**config.mk**
```make
export PLATFORM = sky130hd
export DESIGN_NAME = block_pool_stream_manager_core
export DESIGN_NICKNAME = d
export VERILOG_FILES = /design/src/rtl/bpsm_pkg.sv /design/src/rtl/bpsm_ctrl.sv /design/src/rtl/bpsm_dpath.sv /design/src/rtl/block_pool_stream_manager_core.sv
export SDC_FILE = /design/constraint.sdc
export NUM_CORES = 2
export LEC_CHECK = 0
export BUFFER_PORTS_ARGS = -buffer_cell sky130_fd_sc_hd__buf_2
export CELL_PAD_IN_SITES_DETAIL_PLACEMENT = 1
export CELL_PAD_IN_SITES_GLOBAL_PLACEMENT = 1
export CORE_MARGIN = 4
export CORE_UTILIZATION = 45
export CTS_CLUSTER_SIZE = 12
export DETAILED_ROUTE_END_ITERATION = 10
export PLACE_DENSITY_LB_ADDON = 0.1
export SYNTH_ARGS = -nofsm -noshare
export SYNTH_HDL_FRONTEND = slang
export SYNTH_HIERARCHICAL = 1
export SYNTH_SLANG_ARGS = --single-unit
export TNS_END_PERCENT = 10
```
**constraint.sdc**
```tcl
create_clock -name i_clk -period 6.23 [get_ports i_clk]
set_clock_uncertainty 0.15 [all_clocks]
set_input_delay 0 -clock i_clk [delete_from_list [all_inputs] [get_ports i_clk]]
set_output_delay 0 -clock i_clk [all_outputs]
set_load 0.005 [all_outputs]
```
**src/rtl/bpsm_pkg.sv**
```systemverilog
// Shared types, codes and constants of the block pool stream manager.
package bpsm_pkg;

    localparam int MAX_BLOCKS = 16;
    localparam int IDX_W      = $clog2(MAX_BLOCKS);
    localparam int CNT_W      = $clog2(MAX_BLOCKS + 1);
    localparam int BYTES_W    = 21;
    localparam int WORD_W     = 32;
    localparam int STAMP_W    = 64;
    localparam int ADDR_W     = 4;
    localparam int MIN_POOL   = 2;

    typedef enum logic [3:0] {
        CMD_PROD_ACQ    = 4'd0,
        CMD_PROD_COMMIT = 4'd1,
        CMD_PROD_ABORT  = 4'd2,
        CMD_CONS_ACQ    = 4'd3,
        CMD_CONS_REL    = 4'd4,
        CMD_OUT_ACQ     = 4'd5,
        CMD_OUT_COMMIT  = 4'd6,
        CMD_LATE        = 4'd7,
        CMD_CLEAR       = 4'd8,
        CMD_QUERY       = 4'd9
    } t_cmd_code;

    typedef enum logic [2:0] {
        PH_FREE   = 3'd0,
        PH_PROD   = 3'd1,
        PH_READY  = 3'd2,
        PH_PROC   = 3'd3,
        PH_OUTRDY = 3'd4
    } t_phase;

    typedef enum logic [1:0] {
        ST_OK       = 2'd0,
        ST_INVALID  = 2'd1,
        ST_OVERFLOW = 2'd2,
        ST_BLOCK    = 2'd3
    } t_status;

    typedef enum logic [1:0] {
        REG_ACTIVE = 2'd0,
        REG_SIZE   = 2'd1,
        REG_DROP   = 2'd2,
        REG_BASE   = 2'd3
    } t_reg_idx;

    typedef struct packed {
        logic [CNT_W-1:0]   active_blocks;
        logic [BYTES_W-1:0] block_size_bytes;
        logic               drop_oldest;
        logic [WORD_W-1:0]  payload_base;
    } t_cfg;

    typedef struct packed {
        logic take;
        logic scan;
        logic apply;
        logic fetch;
        logic load;
    } t_ctl;

    typedef struct packed {
        logic scan_done;
        logic out_free;
    } t_sts;

endpackage

```
**src/rtl/bpsm_ctrl.sv**
```systemverilog
// Command sequencer: accept, scan, apply, fetch, deliver.
module bpsm_ctrl (
    input  logic          i_clk,
    input  logic          i_rst_n,
    input  logic          i_valid,
    output logic          o_ready,
    input  bpsm_pkg::t_sts i_sts,
    output bpsm_pkg::t_ctl o_ctl
);

    typedef enum logic [2:0] {
        S_IDLE,
        S_SCAN,
        S_APPLY,
        S_FETCH,
        S_DONE
    } t_state;

    t_state r_state;

    always_ff @(posedge i_clk) begin
        if (!i_rst_n) begin
            r_state <= S_IDLE;
        end else begin
            unique case (r_state)
                S_IDLE:  if (i_valid) r_state <= S_SCAN;
                S_SCAN:  if (i_sts.scan_done) r_state <= S_APPLY;
                S_APPLY: r_state <= S_FETCH;
                S_FETCH: r_state <= S_DONE;
                S_DONE:  if (i_sts.out_free) r_state <= S_IDLE;
                default: r_state <= S_IDLE;
            endcase
        end
    end

    assign o_ready     = (r_state == S_IDLE);
    assign o_ctl.take  = (r_state == S_IDLE) && i_valid;
    assign o_ctl.scan  = (r_state == S_SCAN);
    assign o_ctl.apply = (r_state == S_APPLY);
    assign o_ctl.fetch = (r_state == S_FETCH);
    assign o_ctl.load  = (r_state == S_DONE) && i_sts.out_free;

endmodule

```
**src/rtl/bpsm_dpath.sv**
```systemverilog
// Descriptor store, pool scan, command update, counters and result register.
module bpsm_dpath (
    input  logic                           i_clk,
    input  logic                           i_rst_n,
    input  bpsm_pkg::t_cfg                 i_cfg,
    input  bpsm_pkg::t_ctl                 i_ctl,
    output bpsm_pkg::t_sts                 o_sts,
    input  logic [3:0]                     i_command,
    input  logic [bpsm_pkg::IDX_W-1:0]     i_block_index,
    input  logic [bpsm_pkg::BYTES_W-1:0]   i_valid_bytes,
    input  logic                           i_stamp_present,
    input  logic [bpsm_pkg::STAMP_W-1:0]   i_stamp_in,
    input  logic                           i_out_ready,
    output logic                           o_out_valid,
    output logic [1:0]                     o_status,
    output logic [bpsm_pkg::IDX_W-1:0]     o_granted_index,
    output logic [bpsm_pkg::WORD_W-1:0]    o_payload_address,
    output logic [bpsm_pkg::BYTES_W-1:0]   o_held_bytes,
    output logic [bpsm_pkg::WORD_W-1:0]    o_sequence_out,
    output logic [bpsm_pkg::STAMP_W-1:0]   o_stamp_out,
    output logic [bpsm_pkg::CNT_W-1:0]     o_ready_count,
    output logic [bpsm_pkg::WORD_W-1:0]    o_overrun_count,
    output logic [bpsm_pkg::WORD_W-1:0]    o_drop_count,
    output logic [bpsm_pkg::WORD_W-1:0]    o_corrupt_count,
    output logic [bpsm_pkg::WORD_W-1:0]    o_underrun_count,
    output logic [bpsm_pkg::WORD_W-1:0]    o_late_count
);

    localparam int N = bpsm_pkg::MAX_BLOCKS;
    localparam int IW = bpsm_pkg::IDX_W;
    localparam int CW = bpsm_pkg::CNT_W;
    localparam int BW = bpsm_pkg::BYTES_W;
    localparam int WW = bpsm_pkg::WORD_W;
    localparam int SW = bpsm_pkg::STAMP_W;
    localparam int PW = BW + IW;

    // Latched command
    logic [3:0]  r_cmd;
    logic [IW-1:0] r_idx;
    logic [BW-1:0] r_vb;
    logic        r_has_stamp;
    logic [SW-1:0] r_stamp;

    // Descriptor store
    bpsm_pkg::t_phase r_phase [N];
    logic [WW-1:0] seq_mem   [N];
    logic [BW-1:0] vb_mem    [N];
    logic [SW-1:0] stamp_mem [N];

    // Scan pipeline
    logic [CW-1:0] r_scan_i;
    logic [IW-1:0] r_ev_i;
    logic          r_ev_v;
    bpsm_pkg::t_phase r_ph_q;
    logic [WW-1:0] r_sq_q;
    logic          r_free_f;
    logic [IW-1:0] r_free_i;
    logic          r_old_f;
    logic [IW-1:0] r_old_i;
    logic [WW-1:0] r_old_seq;
    bpsm_pkg::t_phase r_idx_ph;
    logic [CW-1:0] r_rdy_cnt;
    logic [BW-1:0] r_vb_q;
    logic [SW-1:0] r_st_q;

    // Counters
    logic [WW-1:0] r_seq_ctr, r_ovr, r_drop, r_corr, r_undr, r_late;

    // Step result
    bpsm_pkg::t_status r_res_st;
    logic          r_grant;
    logic          r_cons_ok;
    logic [IW-1:0] r_res_idx;
    logic [CW-1:0] r_res_rdy;
    logic [WW-1:0] r_res_addr;
    logic [BW-1:0] r_res_held;
    logic [WW-1:0] r_res_seq;
    logic [SW-1:0] r_res_stamp;

    // Output register
    logic r_out_v;

    logic [CW-1:0] pool_n;
    logic          pool_ok;
    logic          idx_out;
    logic [PW-1:0] addr_prod;

    assign pool_n  = (i_cfg.active_blocks > CW'(N)) ? CW'(N) : i_cfg.active_blocks;
    assign pool_ok = pool_n >= CW'(bpsm_pkg::MIN_POOL);
    assign idx_out = {1'b0, r_idx} >= pool_n;
    assign addr_prod = PW'(i_cfg.block_size_bytes) * PW'(r_res_idx);

    assign o_sts.scan_done = (r_scan_i >= pool_n) && !r_ev_v;
    assign o_sts.out_free  = !r_out_v || i_out_ready;

    // Apply decode
    logic          a_ph_we;
    logic [IW-1:0] a_ph_addr;
    bpsm_pkg::t_phase a_ph_val;
    logic          a_mem_we;
    logic          a_seq_we;
    logic          a_stamp_we;
    logic [BW-1:0] a_vb_val;
    logic [SW-1:0] a_stamp_val;
    logic          a_clear;
    bpsm_pkg::t_status a_st;
    logic          a_grant, a_cons;
    logic [IW-1:0] a_gidx;
    logic [CW-1:0] a_rdy;
    logic          a_ovr, a_drop, a_corr, a_undr, a_late;
    logic [WW-1:0] a_seq_next;

    always_comb begin
        a_ph_we     = 1'b0;
        a_ph_addr   = r_idx;
        a_ph_val    = bpsm_pkg::PH_FREE;
        a_mem_we    = 1'b0;
        a_seq_we    = 1'b0;
        a_stamp_we  = 1'b0;
        a_vb_val    = '0;
        a_stamp_val = '0;
        a_clear     = 1'b0;
        a_st        = bpsm_pkg::ST_OK;
        a_grant     = 1'b0;
        a_cons      = 1'b0;
        a_gidx      = '0;
        a_rdy       = r_rdy_cnt;
        a_ovr       = 1'b0;
        a_drop      = 1'b0;
        a_corr      = 1'b0;
        a_undr      = 1'b0;
        a_late      = 1'b0;
        a_seq_next  = r_seq_ctr + WW'(1);
        priority if (r_cmd == bpsm_pkg::CMD_CLEAR) begin
            a_clear = 1'b1;
            a_rdy   = '0;
        end else if (r_cmd > bpsm_pkg::CMD_QUERY || !pool_ok) begin
            a_st = bpsm_pkg::ST_INVALID;
        end else begin
            unique case (r_cmd)
                bpsm_pkg::CMD_PROD_ACQ, bpsm_pkg::CMD_OUT_ACQ: begin
                    if (r_free_f) begin
                        a_grant = 1'b1;
                        a_gidx  = r_free_i;
                    end else begin
                        a_ovr = 1'b1;
                        if (r_cmd == bpsm_pkg::CMD_PROD_ACQ) begin
                            a_drop = 1'b1;
                            if (i_cfg.drop_oldest && r_old_f) begin
                                // free the oldest ready block and hand it out
                                a_grant = 1'b1;
                                a_gidx  = r_old_i;
                                a_rdy   = r_rdy_cnt - CW'(1);
                            end else begin
                                a_st = bpsm_pkg::ST_OVERFLOW;
                            end
                        end else begin
                            a_st = bpsm_pkg::ST_OVERFLOW;
                        end
                    end
                    if (a_grant) begin
                        a_ph_we    = 1'b1;
                        a_ph_addr  = a_gidx;
                        a_ph_val   = bpsm_pkg::PH_PROD;
                        a_mem_we   = 1'b1;
                        a_stamp_we = 1'b1;
                    end
                end
                bpsm_pkg::CMD_PROD_COMMIT, bpsm_pkg::CMD_OUT_COMMIT: begin
                    if (idx_out || r_idx_ph != bpsm_pkg::PH_PROD
                            || r_vb > i_cfg.block_size_bytes) begin
                        a_corr = 1'b1;
                        a_st   = bpsm_pkg::ST_INVALID;
                    end else begin
                        a_ph_we     = 1'b1;
                        a_mem_we    = 1'b1;
                        a_vb_val    = r_vb;
                        a_stamp_we  = r_has_stamp;
                        a_stamp_val = r_stamp;
                        if (r_cmd == bpsm_pkg::CMD_PROD_COMMIT) begin
                            a_ph_val = bpsm_pkg::PH_READY;
                            a_seq_we = 1'b1;
                            a_rdy    = r_rdy_cnt + CW'(1);
                        end else begin
                            a_ph_val = bpsm_pkg::PH_OUTRDY;
                        end
                    end
                end
                bpsm_pkg::CMD_PROD_ABORT: begin
                    if (idx_out || r_idx_ph != bpsm_pkg::PH_PROD) begin
                        a_corr = 1'b1;
                        a_st   = bpsm_pkg::ST_INVALID;
                    end else begin
                        a_ph_we    = 1'b1;
                        a_mem_we   = 1'b1;
                        a_stamp_we = 1'b1;
                    end
                end
                bpsm_pkg::CMD_CONS_REL: begin
                    if (idx_out || (r_idx_ph != bpsm_pkg::PH_PROC
                            && r_idx_ph != bpsm_pkg::PH_OUTRDY)) begin
                        a_corr = 1'b1;
                        a_st   = bpsm_pkg::ST_INVALID;
                    end else begin
                        a_ph_we    = 1'b1;
                        a_mem_we   = 1'b1;
                        a_stamp_we = 1'b1;
                    end
                end
                bpsm_pkg::CMD_CONS_ACQ: begin
                    if (!r_old_f) begin
                        a_undr = 1'b1;
                        a_st   = bpsm_pkg::ST_BLOCK;
                    end else begin
                        a_ph_we   = 1'b1;
                        a_ph_addr = r_old_i;
                        a_ph_val  = bpsm_pkg::PH_PROC;
                        a_grant   = 1'b1;
                        a_cons    = 1'b1;
                        a_gidx    = r_old_i;
                        a_rdy     = r_rdy_cnt - CW'(1);
                    end
                end
                bpsm_pkg::CMD_LATE: a_late = 1'b1;
                default: ;
            endcase
        end
    end

    // Memories: one write and one registered read each
    always_ff @(posedge i_clk) begin
        if (i_ctl.apply && a_seq_we) seq_mem[r_idx] <= a_seq_next;
        r_sq_q <= seq_mem[r_scan_i[IW-1:0]];
    end

    always_ff @(posedge i_clk) begin
        if (i_ctl.apply && a_mem_we) vb_mem[a_ph_addr] <= a_vb_val;
        r_vb_q <= vb_mem[r_old_i];
    end

    always_ff @(posedge i_clk) begin
        if (i_ctl.apply && a_stamp_we) stamp_mem[a_ph_addr] <= a_stamp_val;
        r_st_q <= stamp_mem[r_old_i];
    end

    // Phases, counters and scan control
    always_ff @(posedge i_clk) begin
        if (!i_rst_n) begin
            for (int k = 0; k < N; k++) r_phase[k] <= bpsm_pkg::PH_FREE;
            r_seq_ctr <= '0;
            r_ovr     <= '0;
            r_drop    <= '0;
            r_corr    <= '0;
            r_undr    <= '0;
            r_late    <= '0;
            r_scan_i  <= '0;
            r_ev_v    <= 1'b0;
            r_out_v   <= 1'b0;
        end else begin
            r_ev_v <= i_ctl.scan && (r_scan_i < pool_n);
            if (i_ctl.take) begin
                r_scan_i <= '0;
            end else if (i_ctl.scan && r_scan_i < pool_n) begin
                r_scan_i <= r_scan_i + CW'(1);
            end
            if (i_ctl.apply) begin
                if (a_clear) begin
                    for (int k = 0; k < N; k++) r_phase[k] <= bpsm_pkg::PH_FREE;
                    r_seq_ctr <= '0;
                    r_ovr     <= '0;
                    r_drop    <= '0;
                    r_corr    <= '0;
                    r_undr    <= '0;
                    r_late    <= '0;
                end else begin
                    if (a_ph_we) r_phase[a_ph_addr] <= a_ph_val;
                    if (a_seq_we) r_seq_ctr <= a_seq_next;
                    if (a_ovr)  r_ovr  <= r_ovr + WW'(1);
                    if (a_drop) r_drop <= r_drop + WW'(1);
                    if (a_corr) r_corr <= r_corr + WW'(1);
                    if (a_undr) r_undr <= r_undr + WW'(1);
                    if (a_late) r_late <= r_late + WW'(1);
                end
            end
            if (i_ctl.load) begin
                r_out_v <= 1'b1;
            end else if (i_out_ready) begin
                r_out_v <= 1'b0;
            end
        end
    end

    // Scan evaluation and step payload
    always_ff @(posedge i_clk) begin
        r_ph_q <= r_phase[r_scan_i[IW-1:0]];
        r_ev_i <= r_scan_i[IW-1:0];
        if (i_ctl.take) begin
            r_cmd       <= i_command;
            r_idx       <= i_block_index;
            r_vb        <= i_valid_bytes;
            r_has_stamp <= i_stamp_present;
            r_stamp     <= i_stamp_in;
            r_free_f    <= 1'b0;
            r_old_f     <= 1'b0;
            r_rdy_cnt   <= '0;
            r_idx_ph    <= bpsm_pkg::PH_FREE;
        end else if (r_ev_v) begin
            if (r_ph_q == bpsm_pkg::PH_FREE && !r_free_f) begin
                r_free_f <= 1'b1;
                r_free_i <= r_ev_i;
            end
            if (r_ph_q == bpsm_pkg::PH_READY) begin
                r_rdy_cnt <= r_rdy_cnt + CW'(1);
                // keep the block whose sequence is older, wrap-safe
                if (!r_old_f || (r_sq_q - r_old_seq) >= WW'(1) << (WW - 1)) begin
                    r_old_f   <= 1'b1;
                    r_old_i   <= r_ev_i;
                    r_old_seq <= r_sq_q;
                end
            end
            if (r_ev_i == r_idx) r_idx_ph <= r_ph_q;
        end
        if (i_ctl.apply) begin
            r_res_st  <= a_st;
            r_grant   <= a_grant;
            r_cons_ok <= a_cons;
            r_res_idx <= a_gidx;
            r_res_rdy <= a_rdy;
        end
        if (i_ctl.fetch) begin
            r_res_addr  <= r_grant ? i_cfg.payload_base + WW'(addr_prod) : '0;
            r_res_held  <= r_cons_ok ? r_vb_q : '0;
            r_res_seq   <= r_cons_ok ? r_old_seq : '0;
            r_res_stamp <= r_cons_ok ? r_st_q : '0;
        end
        if (i_ctl.load) begin
            o_status          <= r_res_st;
            o_granted_index   <= r_res_idx;
            o_payload_address <= r_res_addr;
            o_held_bytes      <= r_res_held;
            o_sequence_out    <= r_res_seq;
            o_stamp_out       <= r_res_stamp;
            o_ready_count     <= r_res_rdy;
            o_overrun_count   <= r_ovr;
            o_drop_count      <= r_drop;
            o_corrupt_count   <= r_corr;
            o_underrun_count  <= r_undr;
            o_late_count      <= r_late;
        end
    end

    assign o_out_valid = r_out_v;

endmodule

```
**src/rtl/block_pool_stream_manager_core.sv**
```systemverilog
// Top level: configuration registers, sequencer and datapath of the block pool manager.
//
//  channel   direction  handshake          payload
//  command   in         i_valid / o_ready  i_command .. i_stamp_in
//  result    out        o_valid / i_ready  o_status .. o_late_count
//  config    in         APB psel/penable   paddr, pwdata, prdata
//
// For each transaction, one pass over the active descriptors finds the
// lowest free block, the oldest ready block and the ready count; then the apply
// state applies the command, the fetch state reads payload data and forms the
// address, and the done state loads the result. A new command is taken once
// the previous one is loaded. A stalled result holds its register and blocks
// only the load of the following one. Reset is synchronous and frees every block
// and clears every counter.
module block_pool_stream_manager_core (
    input  logic                                 i_clk,
    input  logic                                 i_rst_n,
    input  logic                                 psel,
    input  logic                                 penable,
    input  logic                                 pwrite,
    input  logic [bpsm_pkg::ADDR_W-1:0]          paddr,
    input  logic [bpsm_pkg::WORD_W-1:0]          pwdata,
    output logic [bpsm_pkg::WORD_W-1:0]          prdata,
    output logic                                 pready,
    input  logic                                 i_valid,
    output logic                                 o_ready,
    input  logic [3:0]                           i_command,
    input  logic [bpsm_pkg::IDX_W-1:0]           i_block_index,
    input  logic [bpsm_pkg::BYTES_W-1:0]         i_valid_bytes,
    input  logic                                 i_stamp_present,
    input  logic [bpsm_pkg::STAMP_W-1:0]         i_stamp_in,
    output logic                                 o_valid,
    input  logic                                 i_ready,
    output logic [1:0]                           o_status,
    output logic [bpsm_pkg::IDX_W-1:0]           o_granted_index,
    output logic [bpsm_pkg::WORD_W-1:0]          o_payload_address,
    output logic [bpsm_pkg::BYTES_W-1:0]         o_held_bytes,
    output logic [bpsm_pkg::WORD_W-1:0]          o_sequence_out,
    output logic [bpsm_pkg::STAMP_W-1:0]         o_stamp_out,
    output logic [bpsm_pkg::CNT_W-1:0]           o_ready_count,
    output logic [bpsm_pkg::WORD_W-1:0]          o_overrun_count,
    output logic [bpsm_pkg::WORD_W-1:0]          o_drop_count,
    output logic [bpsm_pkg::WORD_W-1:0]          o_corrupt_count,
    output logic [bpsm_pkg::WORD_W-1:0]          o_underrun_count,
    output logic [bpsm_pkg::WORD_W-1:0]          o_late_count
);

    bpsm_pkg::t_cfg r_cfg;
    bpsm_pkg::t_ctl ctl;
    bpsm_pkg::t_sts sts;
    bpsm_pkg::t_reg_idx reg_sel;
    logic cfg_wr;

    assign pready  = 1'b1;
    assign reg_sel = bpsm_pkg::t_reg_idx'(paddr[bpsm_pkg::ADDR_W-1:2]);
    assign cfg_wr  = psel && penable && pwrite;

    always_ff @(posedge i_clk) begin
        if (!i_rst_n) begin
            r_cfg.active_blocks    <= bpsm_pkg::CNT_W'(bpsm_pkg::MAX_BLOCKS);
            r_cfg.block_size_bytes <= bpsm_pkg::BYTES_W'(1024);
            r_cfg.drop_oldest      <= 1'b0;
            r_cfg.payload_base     <= '0;
        end else if (cfg_wr) begin
            unique case (reg_sel)
                bpsm_pkg::REG_ACTIVE: r_cfg.active_blocks <= pwdata[bpsm_pkg::CNT_W-1:0];
                bpsm_pkg::REG_SIZE:   r_cfg.block_size_bytes <= pwdata[bpsm_pkg::BYTES_W-1:0];
                bpsm_pkg::REG_DROP:   r_cfg.drop_oldest <= pwdata[0];
                bpsm_pkg::REG_BASE:   r_cfg.payload_base <= pwdata;
                default: ;
            endcase
        end
    end

    always_comb begin
        unique case (reg_sel)
            bpsm_pkg::REG_ACTIVE: prdata = bpsm_pkg::WORD_W'(r_cfg.active_blocks);
            bpsm_pkg::REG_SIZE:   prdata = bpsm_pkg::WORD_W'(r_cfg.block_size_bytes);
            bpsm_pkg::REG_DROP:   prdata = bpsm_pkg::WORD_W'(r_cfg.drop_oldest);
            bpsm_pkg::REG_BASE:   prdata = r_cfg.payload_base;
            default:              prdata = '0;
        endcase
    end

    bpsm_ctrl u_ctrl (
        .i_clk   (i_clk),
        .i_rst_n (i_rst_n),
        .i_valid (i_valid),
        .o_ready (o_ready),
        .i_sts   (sts),
        .o_ctl   (ctl)
    );

    bpsm_dpath u_dpath (
        .i_clk             (i_clk),
        .i_rst_n           (i_rst_n),
        .i_cfg             (r_cfg),
        .i_ctl             (ctl),
        .o_sts             (sts),
        .i_command         (i_command),
        .i_block_index     (i_block_index),
        .i_valid_bytes     (i_valid_bytes),
        .i_stamp_present   (i_stamp_present),
        .i_stamp_in        (i_stamp_in),
        .i_out_ready       (i_ready),
        .o_out_valid       (o_valid),
        .o_status          (o_status),
        .o_granted_index   (o_granted_index),
        .o_payload_address (o_payload_address),
        .o_held_bytes      (o_held_bytes),
        .o_sequence_out    (o_sequence_out),
        .o_stamp_out       (o_stamp_out),
        .o_ready_count     (o_ready_count),
        .o_overrun_count   (o_overrun_count),
        .o_drop_count      (o_drop_count),
        .o_corrupt_count   (o_corrupt_count),
        .o_underrun_count  (o_underrun_count),
        .o_late_count      (o_late_count)
    );

endmodule
```
==> impl_metrics.json <==
{
  "synth_xor_area_share_pct": 1.28,
  "power.internal_mw": 32.1,
  "cts.path.max_buffers": 4,
  "worst_pin_slew_ns": 1.30,
  "setup_viol": 0,
  "gp_congestion": 0.810,
  "synth_area_mm2": 0.113,
  "cp-start-kind": "flip-flop",
  "htreeDepth": 5,
  "grt_pass1_vias": 63212,
  "fmax_mhz": 171,
  "ys_seq_area_share_pct": 74.2,
  "ys_async_sr_fraction_pct": 0,
  "critPathSlowestCell": "edfxtp_1",
  "nFillCells": 22637,
  "via_count": 59602,
  "numPortBuffers": 488,
  "ys_ff_latch": 2931,
  "fin_crit_sh_pct": 94.0,
  "stdcell_count": 10651,
  "critPathTopFamily": "compound AO/OA/AOI/OAI gates",
  "ir_drop_v": 0.000299,
  "area_growth_pct": 18.0,
  "cts.sinks": 2931,
  "max_cap_violations": 0,
  "path_clk_slew_ns": 0.06,
  "power_frac_seq_pct": 53.1,
  "pwr-share-comb_pct": 1.8,
  "hold_viol_final": 0,
  "cts_resized": 0,
  "synthCells": 6074,
  "overflow": 0,
  "crit_chain": "and2_1 -> fa_1 -> fa_1 -> inv_1 -> fa_1 -> inv_1 -> ha_1 -> a21o_1 -> a21o_1 -> a211oi_1 -> a2bb2oi_1 -> o21ai_1 -> a311oi_1 -> o21ai_0 -> a21boi_0",
  "end_kind": "flip-flop",
  "hold_class": "primary input to flip-flop",
  "core_area_mm2": 0.250,
  "drc": 0,
  "synth_edf_count": 2536,
  "antenna_found_initial": 31,
  "drt-vias-per-instance": 5.60,
  "report.final.slew_viol_count": 0,
  "min_period_ns": 5.86,
  "cellLeakagePower_nw": 41.6,
  "cts_root_buf": "clkbuf_16",
  "die_w_um": 510,
  "cpMostUsedCell": "fa_1",
  "muxShareOfSynthArea_pct": 12.7,
  "crit_type": "flip-flop to flip-flop",
  "initial_core_util_pct": 45.4,
  "ys_warn_count": 6,
  "post-dp-hpwl_mm": 169,
  "pin_count": 492,
  "arrival_ns": 6.44,
  "final_nets": 7360,
  "status": "complete, no violations",
  "place_inst": 9755,
  "clk_latency_ns": 0.93,
  "drtIter0Drc": 5038,
  "drtPass1Iterations": 5,
  "power.density_mw_per_mm2": 299,
  "synth_area_per_cell_um2": 18.7,
  "cp_max_fo": 22,
  "multi_input_area_mm2": 0.0279,
  "cp.required_ns": 6.81,
  "cts-buffers-inserted": 327,
  "power.share.clock_pct": 45.1,
  "synth_compound_area_share_pct": 1.97,
  "synthesis.nets": 6376,
  "rsz0062_at_grt": "no",
  "slew_headroom_pct": 12.7,
  "final_cell_mix": "edfxtp_1 (2536), mux4_2 (601), buf_2 (487)",
  "finalWirelength_mm": 291,
  "max_stage_delay_ns": 0.86,
  "final_common_cell": "edfxtp_1",
  "drive_gt1_share_pct": 23.8,
  "routedWlPerCell_um": 27.3,
  "rows": 183,
  "track_usage_pct": 22.2,
  "fin_setup_tns_ns": 0,
  "total_power_mw": 39.9,
  "die_area_mm2": 0.260,
  "grt_max_degree": 158,
  "synth_top_family_by_area": "multiplexers",
  "synthAdderAreaFrac_pct": 2.22,
  "synth_flop_cell": "edfxtp_1",
  "yosysUniqueCellTypes": 91,
  "die_h_um": 510,
  "crit_buf_inv": 2,
  "switching_share_pct": 19.7,
  "power_switching_mw": 7.87,
  "seq_area_mm2": 0.0841,
  "ant_nets": 0,
  "synthSimpleGateAreaFrac_pct": 6.07,
  "grt_pass1_wl_mm": 427,
  "cts_tree": "done"
}
[synthesized netlist by cell type (14+ instances only)]
library cell     n  area [um^2]
edfxtp_1      2536        76200
mux4_2         601        13500
dfxtp_1        395         7910
nor2_1         307         1150
and2_1         297         1860
nand2_1        281         1050
clkbuf_1       200          751
inv_1          175          657
nand3_1        130          651
ha_1           105         1310
o21ai_0         98          490
xor2_1          93          815
a21oi_1         90          450
mux2i_1         90          901
xnor2_1         72          631
fa_1            60         1200
and3_1          50          313
nand4_1         45          282
or3_1           42          263
buf_1           41          154
nor3_1          36          180
nor2b_1         28          175
a21o_1          23          173
nand2b_1        23          144
o31ai_1         15          113
a22oi_1         14          105
[path summary, 6_finish.rpt]
kind                                            from  slack, ns  depth (start not counted)                        end
worst max register to register  u_dpath/r_res_idx[3]       0.37                         15     u_dpath/r_res_addr[31]
worst max-delay path            u_dpath/r_res_idx[3]       0.37                         15     u_dpath/r_res_addr[31]
worst min-delay path                         i_rst_n       0.08                          4                  r_cfg[18]
worst min register to register  u_dpath/r_res_seq[8]       0.25                          0  u_dpath/o_sequence_out[8]
[worst register-to-register path, cell delays in order (launching register included)]
cell and delay [ns]:
edfxtp_1 0.86, and2_1 0.27, fa_1 0.43, fa_1 0.49
inv_1 0.05, fa_1 0.47, inv_1 0.04, ha_1 0.36
a21o_1 0.19, a21o_1 0.17, a211oi_1 0.46, a2bb2oi_1 0.21
o21ai_1 0.17, a311oi_1 0.84, o21ai_0 0.27, a21boi_0 0.26
[power by group through the flow]
stage | sequential (mW) | clock, mW | combinational [mW]
global route | 21.2 | 19.3 | 0.788
CTS | 21.2 | 18.5 | 0.731
detailed placement | 21.6 | 0 | 0.578
floorplan | 21.6 | 0 | 0.392
finish | 21.2 | 18.0 | 0.725
global placement | 21.6 | 0 | 0.567
[stage by stage]
step | worst slack, ns | area [um^2] | hold slack [ns] | util (%)
2_1_floorplan | 0.00145 | 113000 | -0.0511 | -
3_3_place_gp | 0.647 | 121000 | 0.0274 | 48.4
3_5_place_dp | 0.405 | 121000 | 0.0283 | 48.4
4_1_cts | 0.382 | 134000 | 0.0187 | 53.5
5_1_grt | 0.0554 | 134000 | 0.108 | 53.6
6_report | 0.373 | 134000 | 0.0823 | 53.6
[timing repair]
item,CTS,global route
endpoints found under the setup margin,0,1
hold buffers,302,0
setup buffers,0,1
endpoints found under the hold margin,276,0
[routing by layer]
| metal | vias up | global-route usage [%] | wire length (um) |
|---|---|---|---|
| met3 | 401 | 3.27 | 15200 |
| met5 | - | 0 | 31 |
| met1 | 31889 | 31.7 | 128000 |
| met2 | 1604 | 36.3 | 142000 |
| met4 | 8 | 5.60 | 6490 |
| li1 | 25700 | - | - |
[area by class of cell]
| type | count | share of cell area (%) |
|---|---|---|
| Antenna cell | 13 | 0.0243 |
| Clock buffer | 502 | 6.94 |
| Clock inverter | 77 | 0.486 |
| Inverter | 176 | 0.496 |
| Multi-Input combinational cell | 2702 | 20.9 |
| Sequential cell | 2931 | 62.9 |
| Tap cell | 3330 | 3.12 |
| Timing Repair Buffer | 920 | 5.21 |
[state kept, by name (all words and copies together) (netlist names), 59 cells and up]
register / cells
r_cfg: 59
u_dpath/o_stamp_out: 64
u_dpath/r_res_stamp: 64
u_dpath/r_st_q: 64
u_dpath/r_stamp: 64
u_dpath/seq_mem: 512
u_dpath/stamp_mem: 1024
u_dpath/vb_mem: 336
[cells by family (layout without fill, tap and decap cells)]
| group | count (synthesis) | after routing |
|---|---|---|
| AOI/OAI and AO/OA | 349 | 349 |
| other | 1 | 14 |
| buffers and inverters | 441 | 1675 |
| xor gates and xnor gates | 165 | 165 |
| and+or+nand+nor | 1330 | 1330 |
| muxes | 692 | 692 |
| DFF | 2931 | 2931 |
| adders and majority gates | 165 | 165 |
No activity file was read; power rests on OpenSTA's default activity.
